[src/hw/rtl/bsf_pkg.sv]
// bsf_pkg: shared constants, command codes and controller/datapath structs
// for the balance state-feedback block
// no dependencies
package bsf_pkg;

    localparam int GYRO_BITS_DEF  = 10;
    localparam int COUNT_BITS_DEF = 32;

    localparam int CFG_W   = 32;
    localparam int ADDR_W  = 5;
    localparam int SP_W    = 24;
    localparam int GAIN_W  = 32;
    localparam int TILT_W  = 48;
    localparam int FRAC_W  = 24;
    localparam int MUL_W   = 33;
    localparam int PROD_W  = 2 * MUL_W;
    localparam int PCT_W   = 8;
    localparam int Q16_W   = 16;

    localparam logic [15:0]       RST_GYRO_OFFSET   = 16'd595;
    localparam logic [SP_W-1:0]   RST_SAMPLE_PERIOD = 24'd57848;
    localparam logic [GAIN_W-1:0] RST_GAIN_ANGLE    = 32'd2162557;
    localparam logic [GAIN_W-1:0] RST_GAIN_RATE     = 32'd122278;
    localparam logic [GAIN_W-1:0] RST_GAIN_POSITION = 32'd14390;
    localparam logic [GAIN_W-1:0] RST_GAIN_VELOCITY = 32'd4038947;

    localparam logic signed [PROD_W-1:0] LIMIT_Q16 = PROD_W'(100 * 65536);
    localparam logic signed [PCT_W-1:0]  PCT_MAX   = 8'sd100;
    localparam logic signed [PCT_W-1:0]  PCT_MIN   = -8'sd100;

    // register indexes
    localparam logic [2:0] REG_GYRO_OFFSET   = 3'd0;
    localparam logic [2:0] REG_SAMPLE_PERIOD = 3'd1;
    localparam logic [2:0] REG_GAIN_ANGLE    = 3'd2;
    localparam logic [2:0] REG_GAIN_RATE     = 3'd3;
    localparam logic [2:0] REG_GAIN_POSITION = 3'd4;
    localparam logic [2:0] REG_GAIN_VELOCITY = 3'd5;

    // multiplier operand selection
    localparam logic [2:0] MUL_NONE    = 3'd0;
    localparam logic [2:0] MUL_RATE_SP = 3'd1;
    localparam logic [2:0] MUL_GR_RATE = 3'd2;
    localparam logic [2:0] MUL_GA_TH   = 3'd3;
    localparam logic [2:0] MUL_GA_TL   = 3'd4;
    localparam logic [2:0] MUL_GP_POS  = 3'd5;
    localparam logic [2:0] MUL_GV_VEL  = 3'd6;

    // accumulator operations on the registered product
    localparam logic [2:0] ACC_HOLD  = 3'd0;
    localparam logic [2:0] ACC_CLEAR = 3'd1;
    localparam logic [2:0] ACC_TILT  = 3'd2;
    localparam logic [2:0] ACC_ADD   = 3'd3;
    localparam logic [2:0] ACC_ADDSH = 3'd4;

    typedef struct packed {
        logic       load;
        logic [2:0] mul_sel;
        logic [2:0] acc_op;
        logic       out_write;
    } bsf_cmd_t;

    typedef struct packed {
        logic out_free;
    } bsf_status_t;

endpackage

[src/hw/rtl/balance_state_feedback.sv]
// balance_state_feedback: top level of the balance state-feedback controller
// depends on bsf_pkg, bsf_regs, bsf_ctrl, bsf_dpath
//
//  channel  | dir | handshake          | payload
//  ---------+-----+--------------------+-------------------------------------
//  s_*      | in  | s_tvalid/s_tready  | tdata: gyro_raw, encoder_count
//  m_*      | out | m_tvalid/m_tready  | tdata: speed_percent; tuser: saturated
//  apb      | in  | psel/penable       | six config registers at 4*i
//
//  a result is written after the single shared 33x33 multiplier has stepped
//  through six products, and no new transaction is taken in the meantime
//  a new transaction is taken as soon as the sequencer is back in idle, even
//  while the previous result still waits in the output register
//  reset clears tilt angle, last encoder count and the output valid
//  a stalled output holds the sequencer in its last step until the slot frees
module balance_state_feedback #(
    parameter int GYRO_BITS  = bsf_pkg::GYRO_BITS_DEF,
    parameter int COUNT_BITS = bsf_pkg::COUNT_BITS_DEF,
    parameter int S_DATA_W   = ((GYRO_BITS + COUNT_BITS + 7) / 8) * 8
) (
    input  logic                       clk,
    input  logic                       rst_n,
    input  logic                       s_tvalid,
    output logic                       s_tready,
    input  logic [S_DATA_W-1:0]        s_tdata,   // gyro_raw, encoder_count
    output logic                       m_tvalid,
    input  logic                       m_tready,
    output logic [bsf_pkg::PCT_W-1:0]  m_tdata,   // speed_percent
    output logic                       m_tuser,   // saturated
    input  logic                       psel,
    input  logic                       penable,
    input  logic                       pwrite,
    input  logic [bsf_pkg::ADDR_W-1:0] paddr,
    input  logic [bsf_pkg::CFG_W-1:0]  pwdata,
    output logic [bsf_pkg::CFG_W-1:0]  prdata,
    output logic                       pready
);
    import bsf_pkg::*;

    logic [GYRO_BITS-1:0] gyro_offset;
    logic [SP_W-1:0]      sample_period;
    logic [GAIN_W-1:0]    gain_angle;
    logic [GAIN_W-1:0]    gain_rate;
    logic [GAIN_W-1:0]    gain_position;
    logic [GAIN_W-1:0]    gain_velocity;
    bsf_cmd_t             cmd;
    bsf_status_t          status;

    bsf_regs #(
        .GYRO_BITS (GYRO_BITS)
    ) u_regs (
        .clk           (clk),
        .rst_n         (rst_n),
        .psel          (psel),
        .penable       (penable),
        .pwrite        (pwrite),
        .paddr         (paddr),
        .pwdata        (pwdata),
        .prdata        (prdata),
        .pready        (pready),
        .gyro_offset   (gyro_offset),
        .sample_period (sample_period),
        .gain_angle    (gain_angle),
        .gain_rate     (gain_rate),
        .gain_position (gain_position),
        .gain_velocity (gain_velocity)
    );

    bsf_ctrl u_ctrl (
        .clk      (clk),
        .rst_n    (rst_n),
        .s_tvalid (s_tvalid),
        .s_tready (s_tready),
        .status   (status),
        .cmd      (cmd)
    );

    bsf_dpath #(
        .GYRO_BITS  (GYRO_BITS),
        .COUNT_BITS (COUNT_BITS)
    ) u_dpath (
        .clk           (clk),
        .rst_n         (rst_n),
        .cmd           (cmd),
        .status        (status),
        .gyro_raw      (s_tdata[GYRO_BITS-1:0]),
        .encoder_count (s_tdata[GYRO_BITS+COUNT_BITS-1:GYRO_BITS]),
        .gyro_offset   (gyro_offset),
        .sample_period (sample_period),
        .gain_angle    (gain_angle),
        .gain_rate     (gain_rate),
        .gain_position (gain_position),
        .gain_velocity (gain_velocity),
        .out_valid     (m_tvalid),
        .out_ready     (m_tready),
        .speed_percent (m_tdata),
        .saturated     (m_tuser)
    );

endmodule

[src/hw/rtl/bsf_regs.sv]
// bsf_regs: apb configuration registers (offset, period, four gains)
// depends on bsf_pkg
module bsf_regs #(
    parameter int GYRO_BITS = bsf_pkg::GYRO_BITS_DEF
) (
    input  logic                       clk,
    input  logic                       rst_n,
    input  logic                       psel,
    input  logic                       penable,
    input  logic                       pwrite,
    input  logic [bsf_pkg::ADDR_W-1:0] paddr,
    input  logic [bsf_pkg::CFG_W-1:0]  pwdata,
    output logic [bsf_pkg::CFG_W-1:0]  prdata,
    output logic                       pready,
    output logic [GYRO_BITS-1:0]       gyro_offset,
    output logic [bsf_pkg::SP_W-1:0]   sample_period,
    output logic [bsf_pkg::GAIN_W-1:0] gain_angle,
    output logic [bsf_pkg::GAIN_W-1:0] gain_rate,
    output logic [bsf_pkg::GAIN_W-1:0] gain_position,
    output logic [bsf_pkg::GAIN_W-1:0] gain_velocity
);
    import bsf_pkg::*;

    logic [GYRO_BITS-1:0] gyro_offset_reg;
    logic [SP_W-1:0]      sample_period_reg;
    logic [GAIN_W-1:0]    gain_angle_reg;
    logic [GAIN_W-1:0]    gain_rate_reg;
    logic [GAIN_W-1:0]    gain_position_reg;
    logic [GAIN_W-1:0]    gain_velocity_reg;
    logic [2:0]           index;
    logic                 wr_en;

    assign pready = 1'b1;
    assign index  = paddr[4:2];
    assign wr_en  = psel && penable && pwrite;

    always_ff @(posedge clk or negedge rst_n)
    begin
        if (!rst_n)
        begin
            gyro_offset_reg   <= RST_GYRO_OFFSET[GYRO_BITS-1:0];
            sample_period_reg <= RST_SAMPLE_PERIOD;
            gain_angle_reg    <= RST_GAIN_ANGLE;
            gain_rate_reg     <= RST_GAIN_RATE;
            gain_position_reg <= RST_GAIN_POSITION;
            gain_velocity_reg <= RST_GAIN_VELOCITY;
        end
        else if (wr_en)
        begin
            unique case (index)
                REG_GYRO_OFFSET:   gyro_offset_reg   <= pwdata[GYRO_BITS-1:0];
                REG_SAMPLE_PERIOD: sample_period_reg <= pwdata[SP_W-1:0];
                REG_GAIN_ANGLE:    gain_angle_reg    <= pwdata;
                REG_GAIN_RATE:     gain_rate_reg     <= pwdata;
                REG_GAIN_POSITION: gain_position_reg <= pwdata;
                REG_GAIN_VELOCITY: gain_velocity_reg <= pwdata;
                default:           ;
            endcase
        end
    end

    always_comb
    begin
        unique case (index)
            REG_GYRO_OFFSET:   prdata = CFG_W'(gyro_offset_reg);
            REG_SAMPLE_PERIOD: prdata = CFG_W'(sample_period_reg);
            REG_GAIN_ANGLE:    prdata = gain_angle_reg;
            REG_GAIN_RATE:     prdata = gain_rate_reg;
            REG_GAIN_POSITION: prdata = gain_position_reg;
            REG_GAIN_VELOCITY: prdata = gain_velocity_reg;
            default:           prdata = '0;
        endcase
    end

    assign gyro_offset   = gyro_offset_reg;
    assign sample_period = sample_period_reg;
    assign gain_angle    = gain_angle_reg;
    assign gain_rate     = gain_rate_reg;
    assign gain_position = gain_position_reg;
    assign gain_velocity = gain_velocity_reg;

endmodule

[src/hw/rtl/bsf_ctrl.sv]
// bsf_ctrl: sequencer that steps the shared multiplier and accumulator
// depends on bsf_pkg
module bsf_ctrl (
    input  logic                 clk,
    input  logic                 rst_n,
    input  logic                 s_tvalid,
    output logic                 s_tready,
    input  bsf_pkg::bsf_status_t status,
    output bsf_pkg::bsf_cmd_t    cmd
);
    import bsf_pkg::*;

    localparam logic [3:0] S_IDLE = 4'd0;
    localparam logic [3:0] S_MTILT = 4'd1;
    localparam logic [3:0] S_TILT = 4'd2;
    localparam logic [3:0] S_ATH  = 4'd3;
    localparam logic [3:0] S_ATL  = 4'd4;
    localparam logic [3:0] S_POS  = 4'd5;
    localparam logic [3:0] S_VEL  = 4'd6;
    localparam logic [3:0] S_LAST = 4'd7;
    localparam logic [3:0] S_DONE = 4'd8;

    logic [3:0] state_reg;
    logic [3:0] state_next;

    assign s_tready = (state_reg == S_IDLE);

    always_ff @(posedge clk or negedge rst_n)
    begin
        if (!rst_n)
        begin
            state_reg <= S_IDLE;
        end
        else
        begin
            state_reg <= state_next;
        end
    end

    always_comb
    begin
        state_next    = state_reg;
        cmd.load      = 1'b0;
        cmd.mul_sel   = MUL_NONE;
        cmd.acc_op    = ACC_HOLD;
        cmd.out_write = 1'b0;
        unique case (state_reg)
            S_IDLE:
            begin
                if (s_tvalid)
                begin
                    cmd.load   = 1'b1;
                    state_next = S_MTILT;
                end
            end
            S_MTILT:
            begin
                cmd.mul_sel = MUL_RATE_SP;
                cmd.acc_op  = ACC_CLEAR;
                state_next  = S_TILT;
            end
            S_TILT:
            begin
                cmd.mul_sel = MUL_GR_RATE;
                cmd.acc_op  = ACC_TILT;
                state_next  = S_ATH;
            end
            S_ATH:
            begin
                cmd.mul_sel = MUL_GA_TH;
                cmd.acc_op  = ACC_ADD;
                state_next  = S_ATL;
            end
            S_ATL:
            begin
                cmd.mul_sel = MUL_GA_TL;
                cmd.acc_op  = ACC_ADD;
                state_next  = S_POS;
            end
            S_POS:
            begin
                cmd.mul_sel = MUL_GP_POS;
                cmd.acc_op  = ACC_ADDSH;
                state_next  = S_VEL;
            end
            S_VEL:
            begin
                cmd.mul_sel = MUL_GV_VEL;
                cmd.acc_op  = ACC_ADD;
                state_next  = S_LAST;
            end
            S_LAST:
            begin
                cmd.acc_op = ACC_ADD;
                state_next = S_DONE;
            end
            S_DONE:
            begin
                if (status.out_free)
                begin
                    cmd.out_write = 1'b1;
                    state_next    = S_IDLE;
                end
            end
            default:
            begin
                state_next = S_IDLE;
            end
        endcase
    end

endmodule

[src/hw/rtl/bsf_dpath.sv]
// bsf_dpath: tilt integrator, shared 33x33 multiplier, accumulator,
// clamp and output register; depends on bsf_pkg
module bsf_dpath #(
    parameter int GYRO_BITS  = bsf_pkg::GYRO_BITS_DEF,
    parameter int COUNT_BITS = bsf_pkg::COUNT_BITS_DEF
) (
    input  logic                       clk,
    input  logic                       rst_n,
    input  bsf_pkg::bsf_cmd_t          cmd,
    output bsf_pkg::bsf_status_t       status,
    input  logic [GYRO_BITS-1:0]       gyro_raw,
    input  logic [COUNT_BITS-1:0]      encoder_count,
    input  logic [GYRO_BITS-1:0]       gyro_offset,
    input  logic [bsf_pkg::SP_W-1:0]   sample_period,
    input  logic [bsf_pkg::GAIN_W-1:0] gain_angle,
    input  logic [bsf_pkg::GAIN_W-1:0] gain_rate,
    input  logic [bsf_pkg::GAIN_W-1:0] gain_position,
    input  logic [bsf_pkg::GAIN_W-1:0] gain_velocity,
    output logic                       out_valid,
    input  logic                       out_ready,
    output logic [bsf_pkg::PCT_W-1:0]  speed_percent,
    output logic                       saturated
);
    import bsf_pkg::*;

    localparam logic signed [PROD_W-1:0] TILT_MAX =
        PROD_W'({1'b0, {(TILT_W-1){1'b1}}});
    localparam logic signed [PROD_W-1:0] TILT_MIN = ~TILT_MAX;

    logic signed [GYRO_BITS:0]    rate_reg;
    logic signed [COUNT_BITS-1:0] pos_reg;
    logic signed [COUNT_BITS-1:0] vel_reg;
    logic [COUNT_BITS-1:0]        last_count_reg;
    logic signed [TILT_W-1:0]     tilt_reg;
    logic signed [PROD_W-1:0]     prod_reg;
    logic signed [PROD_W-1:0]     acc_reg;
    logic signed [PROD_W-1:0]     acc_next;
    logic signed [TILT_W-1:0]     tilt_next;
    logic signed [PCT_W-1:0]      pct_reg;
    logic                         sat_reg;
    logic                         out_valid_reg;

    logic signed [MUL_W-1:0]  op_a;
    logic signed [MUL_W-1:0]  op_b;
    logic signed [PROD_W-1:0] mul_full;
    logic signed [PROD_W-1:0] tilt_sum;
    logic signed [PROD_W-1:0] acc_neg;
    logic [PCT_W-1:0]         mag;
    logic signed [PCT_W-1:0]  pct_next;
    logic                     sat_next;
    logic signed [GYRO_BITS:0] rate_in;

    assign rate_in = $signed({1'b0, gyro_raw}) - $signed({1'b0, gyro_offset});

    // operand selection
    always_comb
    begin
        op_a = '0;
        op_b = '0;
        case (cmd.mul_sel)
            MUL_RATE_SP:
            begin
                op_a = MUL_W'(rate_reg);
                op_b = $signed({{(MUL_W-SP_W){1'b0}}, sample_period});
            end
            MUL_GR_RATE:
            begin
                op_a = MUL_W'($signed(gain_rate));
                op_b = MUL_W'(rate_reg);
            end
            MUL_GA_TH:
            begin
                op_a = MUL_W'($signed(gain_angle));
                op_b = MUL_W'($signed(tilt_reg[TILT_W-1:FRAC_W]));
            end
            MUL_GA_TL:
            begin
                op_a = MUL_W'($signed(gain_angle));
                op_b = $signed({{(MUL_W-FRAC_W){1'b0}}, tilt_reg[FRAC_W-1:0]});
            end
            MUL_GP_POS:
            begin
                op_a = MUL_W'($signed(gain_position));
                op_b = MUL_W'(pos_reg);
            end
            MUL_GV_VEL:
            begin
                op_a = MUL_W'($signed(gain_velocity));
                op_b = MUL_W'(vel_reg);
            end
            default:
            begin
                op_a = '0;
                op_b = '0;
            end
        endcase
    end

    assign mul_full = op_a * op_b;

    // tilt integration, saturating at the 48 bit limits
    always_comb
    begin
        tilt_sum = PROD_W'(tilt_reg) + prod_reg;
        if (tilt_sum > TILT_MAX)
        begin
            tilt_next = TILT_MAX[TILT_W-1:0];
        end
        else if (tilt_sum < TILT_MIN)
        begin
            tilt_next = TILT_MIN[TILT_W-1:0];
        end
        else
        begin
            tilt_next = tilt_sum[TILT_W-1:0];
        end
    end

    always_comb
    begin
        acc_next = acc_reg;
        case (cmd.acc_op)
            ACC_CLEAR: acc_next = '0;
            ACC_ADD:   acc_next = acc_reg + prod_reg;
            ACC_ADDSH: acc_next = acc_reg + (prod_reg >>> FRAC_W);
            default:   acc_next = acc_reg;
        endcase
    end

    // clamp and truncate toward zero; exact wide sum keeps the clamp decision
    always_comb
    begin
        acc_neg = -acc_reg;
        mag     = acc_neg[Q16_W+PCT_W-1:Q16_W];
        if (acc_reg > LIMIT_Q16)
        begin
            pct_next = PCT_MAX;
            sat_next = 1'b1;
        end
        else if (acc_reg < -LIMIT_Q16)
        begin
            pct_next = PCT_MIN;
            sat_next = 1'b1;
        end
        else if (acc_reg >= 0)
        begin
            pct_next = acc_reg[Q16_W+PCT_W-1:Q16_W];
            sat_next = 1'b0;
        end
        else
        begin
            pct_next = $signed(PCT_W'(0) - mag);
            sat_next = 1'b0;
        end
    end

    always_ff @(posedge clk or negedge rst_n)
    begin
        if (!rst_n)
        begin
            tilt_reg       <= '0;
            last_count_reg <= '0;
            out_valid_reg  <= 1'b0;
        end
        else
        begin
            if (cmd.load)
            begin
                last_count_reg <= encoder_count;
            end
            if (cmd.acc_op == ACC_TILT)
            begin
                tilt_reg <= tilt_next;
            end
            if (cmd.out_write)
            begin
                out_valid_reg <= 1'b1;
            end
            else if (out_ready)
            begin
                out_valid_reg <= 1'b0;
            end
        end
    end

    always_ff @(posedge clk)
    begin
        prod_reg <= mul_full;
        acc_reg  <= acc_next;
        if (cmd.load)
        begin
            rate_reg <= rate_in;
            pos_reg  <= $signed(encoder_count);
            vel_reg  <= $signed(encoder_count - last_count_reg);
        end
        if (cmd.out_write)
        begin
            pct_reg <= pct_next;
            sat_reg <= sat_next;
        end
    end

    assign status.out_free = !out_valid_reg || out_ready;
    assign out_valid       = out_valid_reg;
    assign speed_percent   = pct_reg;
    assign saturated       = sat_reg;

endmodule
[config.mk]
export PLATFORM = sky130hd
export DESIGN_NAME = balance_state_feedback
export DESIGN_NICKNAME = d
export VERILOG_FILES = /design/src/hw/rtl/bsf_pkg.sv /design/src/hw/rtl/balance_state_feedback.sv /design/src/hw/rtl/bsf_regs.sv /design/src/hw/rtl/bsf_ctrl.sv /design/src/hw/rtl/bsf_dpath.sv
export SDC_FILE = /design/constraint.sdc
export NUM_CORES = 2
export LEC_CHECK = 0
export ABC_AREA = 1
export CAP_MARGIN = 5
export CORE_MARGIN = 2
export CORE_UTILIZATION = 65
export CTS_CLUSTER_SIZE = 12
export DETAILED_ROUTE_END_ITERATION = 12
export DONT_BUFFER_PORTS = 1
export PLACE_DENSITY = 0.81
export SLEW_MARGIN = 20
export SYNTH_ARGS = -nofsm -noshare
export SYNTH_HDL_FRONTEND = slang
export SYNTH_SLANG_ARGS = --single-unit
[constraint.sdc]
create_clock -name clk -period 12.1 [get_ports clk]
set_clock_uncertainty 0.1 [all_clocks]
set_input_delay 0 -clock clk [delete_from_list [all_inputs] [get_ports clk]]
set_output_delay 0 -clock clk [all_outputs]
set_load 0.02 [all_outputs]
==> results.toml <==
[floorplan]
fp.dieH_um = 333
die_w_um = 333
dieArea_mm2 = 0.111
io_pins = 136
start_util = 0.657
fp.coreArea_mm2 = 0.107
rows = 120

[route]
drtAntennaViolNets = 0
drc = 0
routedWlPerCell_um = 23.4
vias_per_cell = 5.98
vias = 63700
totalWireLength_um = 250000
drt_first_pass_iters = 12
drtIter0Drc = 7323

[grt]
gr-total-overflow = 0
grt_pass1_wl_um = 382000
grt_pass1_vias = 65800
grt_max_degree = 248
antenna_found_initial = 8
grt_usage = 0.457

[place]
port_buffers = 0
gp_congestion = 1.11
dp_hpwl_um = 193000

[timing]
hold_viol_final = 0
slew_violations = 0
rsz0062_at_grt = "false"
setup_viol = 0
min_period_ps = 10930
tns_ps = 0
slew_headroom = 0.131
max_freq_ghz = 0.0915
timing.final.crit_share = 0.904
tightest_slew_ps = 1300

[clocking]
cts_tree = "built"
clkTransAtPathRegs_ps = 60
cts_buffers = 53
cts_hold_buf = 159
cts_buffer_depth = 3
clock-root-buffer = "clkbuf_16"
clock-sinks = 463
htree_num_levels = 2
post_cts_buffers = 0
insertion_delay_ps = 700
post_cts_resized = 0

[hold_path]
holdPathEnd = "u_regs.gain_velocity[17]"
holdCritPathClass = "primary input to flop"
whs_path_depth = 3
hp-start = "pwdata[17]"

[final_layout]
n_fill_cell = 8632
final_cell_mix = "nand2_1 (2445), inv_1 (2231), fa_1 (1127)"
fin_nets = 10800
final_common_cell = "nand2_1"
fin_util = 0.703
drive_gt1_frac = 0.0370
area_growth_syn_to_layout_pct = 7.07

[critical_path]
reg2regPathDepth = 31
crit_top_cell = "fa_1"
r2r_start = "u_ctrl.state_reg[3]"
arrival_ps = 11380
rrSetupSlack_ps = 1170
cp_max_fo = 22
critPathLaunchType = "flop"
cp.required_ps = 12550
rr_endpoint = "u_dpath.prod_reg[64]"
cp-end-kind = "flop"
crit_type = "flop to flop"
critPathMaxStageDelay_ps = 1180
critPathSlowestCell = "fa_1"

[synthesis]
synthesis.nets = 10800
synth-seq-cells = 463
ys_seq_area_frac = 0.172
syn_area_mm2 = 0.0704
syn_area_per_cell_um2 = 7.68
yosysUniqueCellTypes = 60
netlist_instances = 9166
ys_warn_count = 0
synth_edf_count = 150
async_flop_share = 0.533
synth_top_flop_cell = "dfrtp_1"

[run]
maxCapViolations = 0

[status]
status = "completed"
synth_stat cells (7+ instances only):
library cell / n / area share
a22oi_1: 29 / 0.0031
a221oi_1: 43 / 0.0054
dfstp_2: 58 / 0.022
a21oi_1: 357 / 0.025
dfxtp_1: 66 / 0.019
nor4_1: 34 / 0.0030
nand3_1: 124 / 0.0088
nand4_1: 49 / 0.0044
a31oi_1: 58 / 0.0052
xnor2_1: 51 / 0.0063
xor2_1: 108 / 0.013
ha_1: 388 / 0.069
clkbuf_1: 230 / 0.012
o22ai_1: 31 / 0.0028
o21ai_0: 443 / 0.032
inv_2: 15 / 0.00080
o21bai_1: 15 / 0.0016
a21o_1: 17 / 0.0018
buf_1: 13 / 0.00069
and3_1: 7 / 0.00062
nor2_1: 563 / 0.030
nand3b_1: 7 / 0.00075
o21a_1: 35 / 0.0037
nor3_1: 38 / 0.0027
buf_6: 8 / 0.0013
a211oi_1: 21 / 0.0022
o211ai_1: 33 / 0.0035
o221ai_1: 9 / 0.0011
dfrtp_1: 189 / 0.067
inv_1: 2234 / 0.12
nand2_1: 2452 / 0.13
buf_2: 58 / 0.0041
nor2_2: 11 / 0.00098
fa_1: 1127 / 0.32
a32o_1: 32 / 0.0046
edfxtp_1: 150 / 0.064
cells by family after synthesis:
group	synth area share
AND/OR/NAND/NOR	0.184
buffers and inverters	0.139
adder cells (fa/ha/maj)	0.390
AO/OA/AOI/OAI	0.0964
flip-flops	0.172
other	0.0000533
XOR/XNOR	0.0198
per-stage QoR:
stage          setup slack (ps)  instance area, µm²  hold WS, ps  std cells
3_5_place_dp               1650               71900         -390      10400
6_report                   1170               75400         7.43      10700
5_1_grt                     984               75300         18.1      10700
3_3_place_gp               1770               71900         -392      10400
4_1_cts                    1660               75300        0.694      10600
2_1_floorplan              3400               70400         -396       9166
critical path: cells and delay by family, from the launching register on:
| family | cells | cell delay, ps |
|---|---|---|
| adder cells (fa/ha/maj) | 9 | 5680 |
| buffers and inverters | 8 | 2020 |
| AND/OR/NAND/NOR | 8 | 1620 |
| flip-flops | 1 | 400 |
| XOR/XNOR | 1 | 150 |
| AO/OA/AOI/OAI | 5 | 850 |
final cells by class:
class | count | area, µm² | area share
clock inverter | 16 | 205 | 0.00272
antenna | 7 | 17.5 | 0.000232
sequential | 463 | 12100 | 0.160
inverter | 2252 | 8460 | 0.112
multi-input combinational | 6141 | 48700 | 0.646
tap | 1403 | 1760 | 0.0233
clock buffer | 84 | 1570 | 0.0208
timing repair buffer | 290 | 2620 | 0.0347
per-layer routing:
metal  track usage  wire length (µm)  share of wire
met5             0                53        0.00021
met3         0.142             31600           0.13
met2         0.701            109000           0.44
met4         0.314             22200          0.089
met1         0.554             87000           0.35
worst max-delay path by stage:
stage,startpoint,to,cells past startpoint
final,u_ctrl.state_reg[3],u_dpath.prod_reg[64],31
after floorplan,u_ctrl.state_reg[3],u_dpath.prod_reg[59],29
after global routing,u_ctrl.state_reg[2],u_dpath.prod_reg[64],31
after detailed placement,u_ctrl.state_reg[3],u_dpath.prod_reg[64],31
after global placement,u_ctrl.state_reg[3],u_dpath.prod_reg[64],31
after CTS,u_ctrl.state_reg[3],u_dpath.prod_reg[64],31
Power is left out: the tool's default activity adds up to more than one toggle a clock period on the data nets, which glitch-free logic cannot reach.
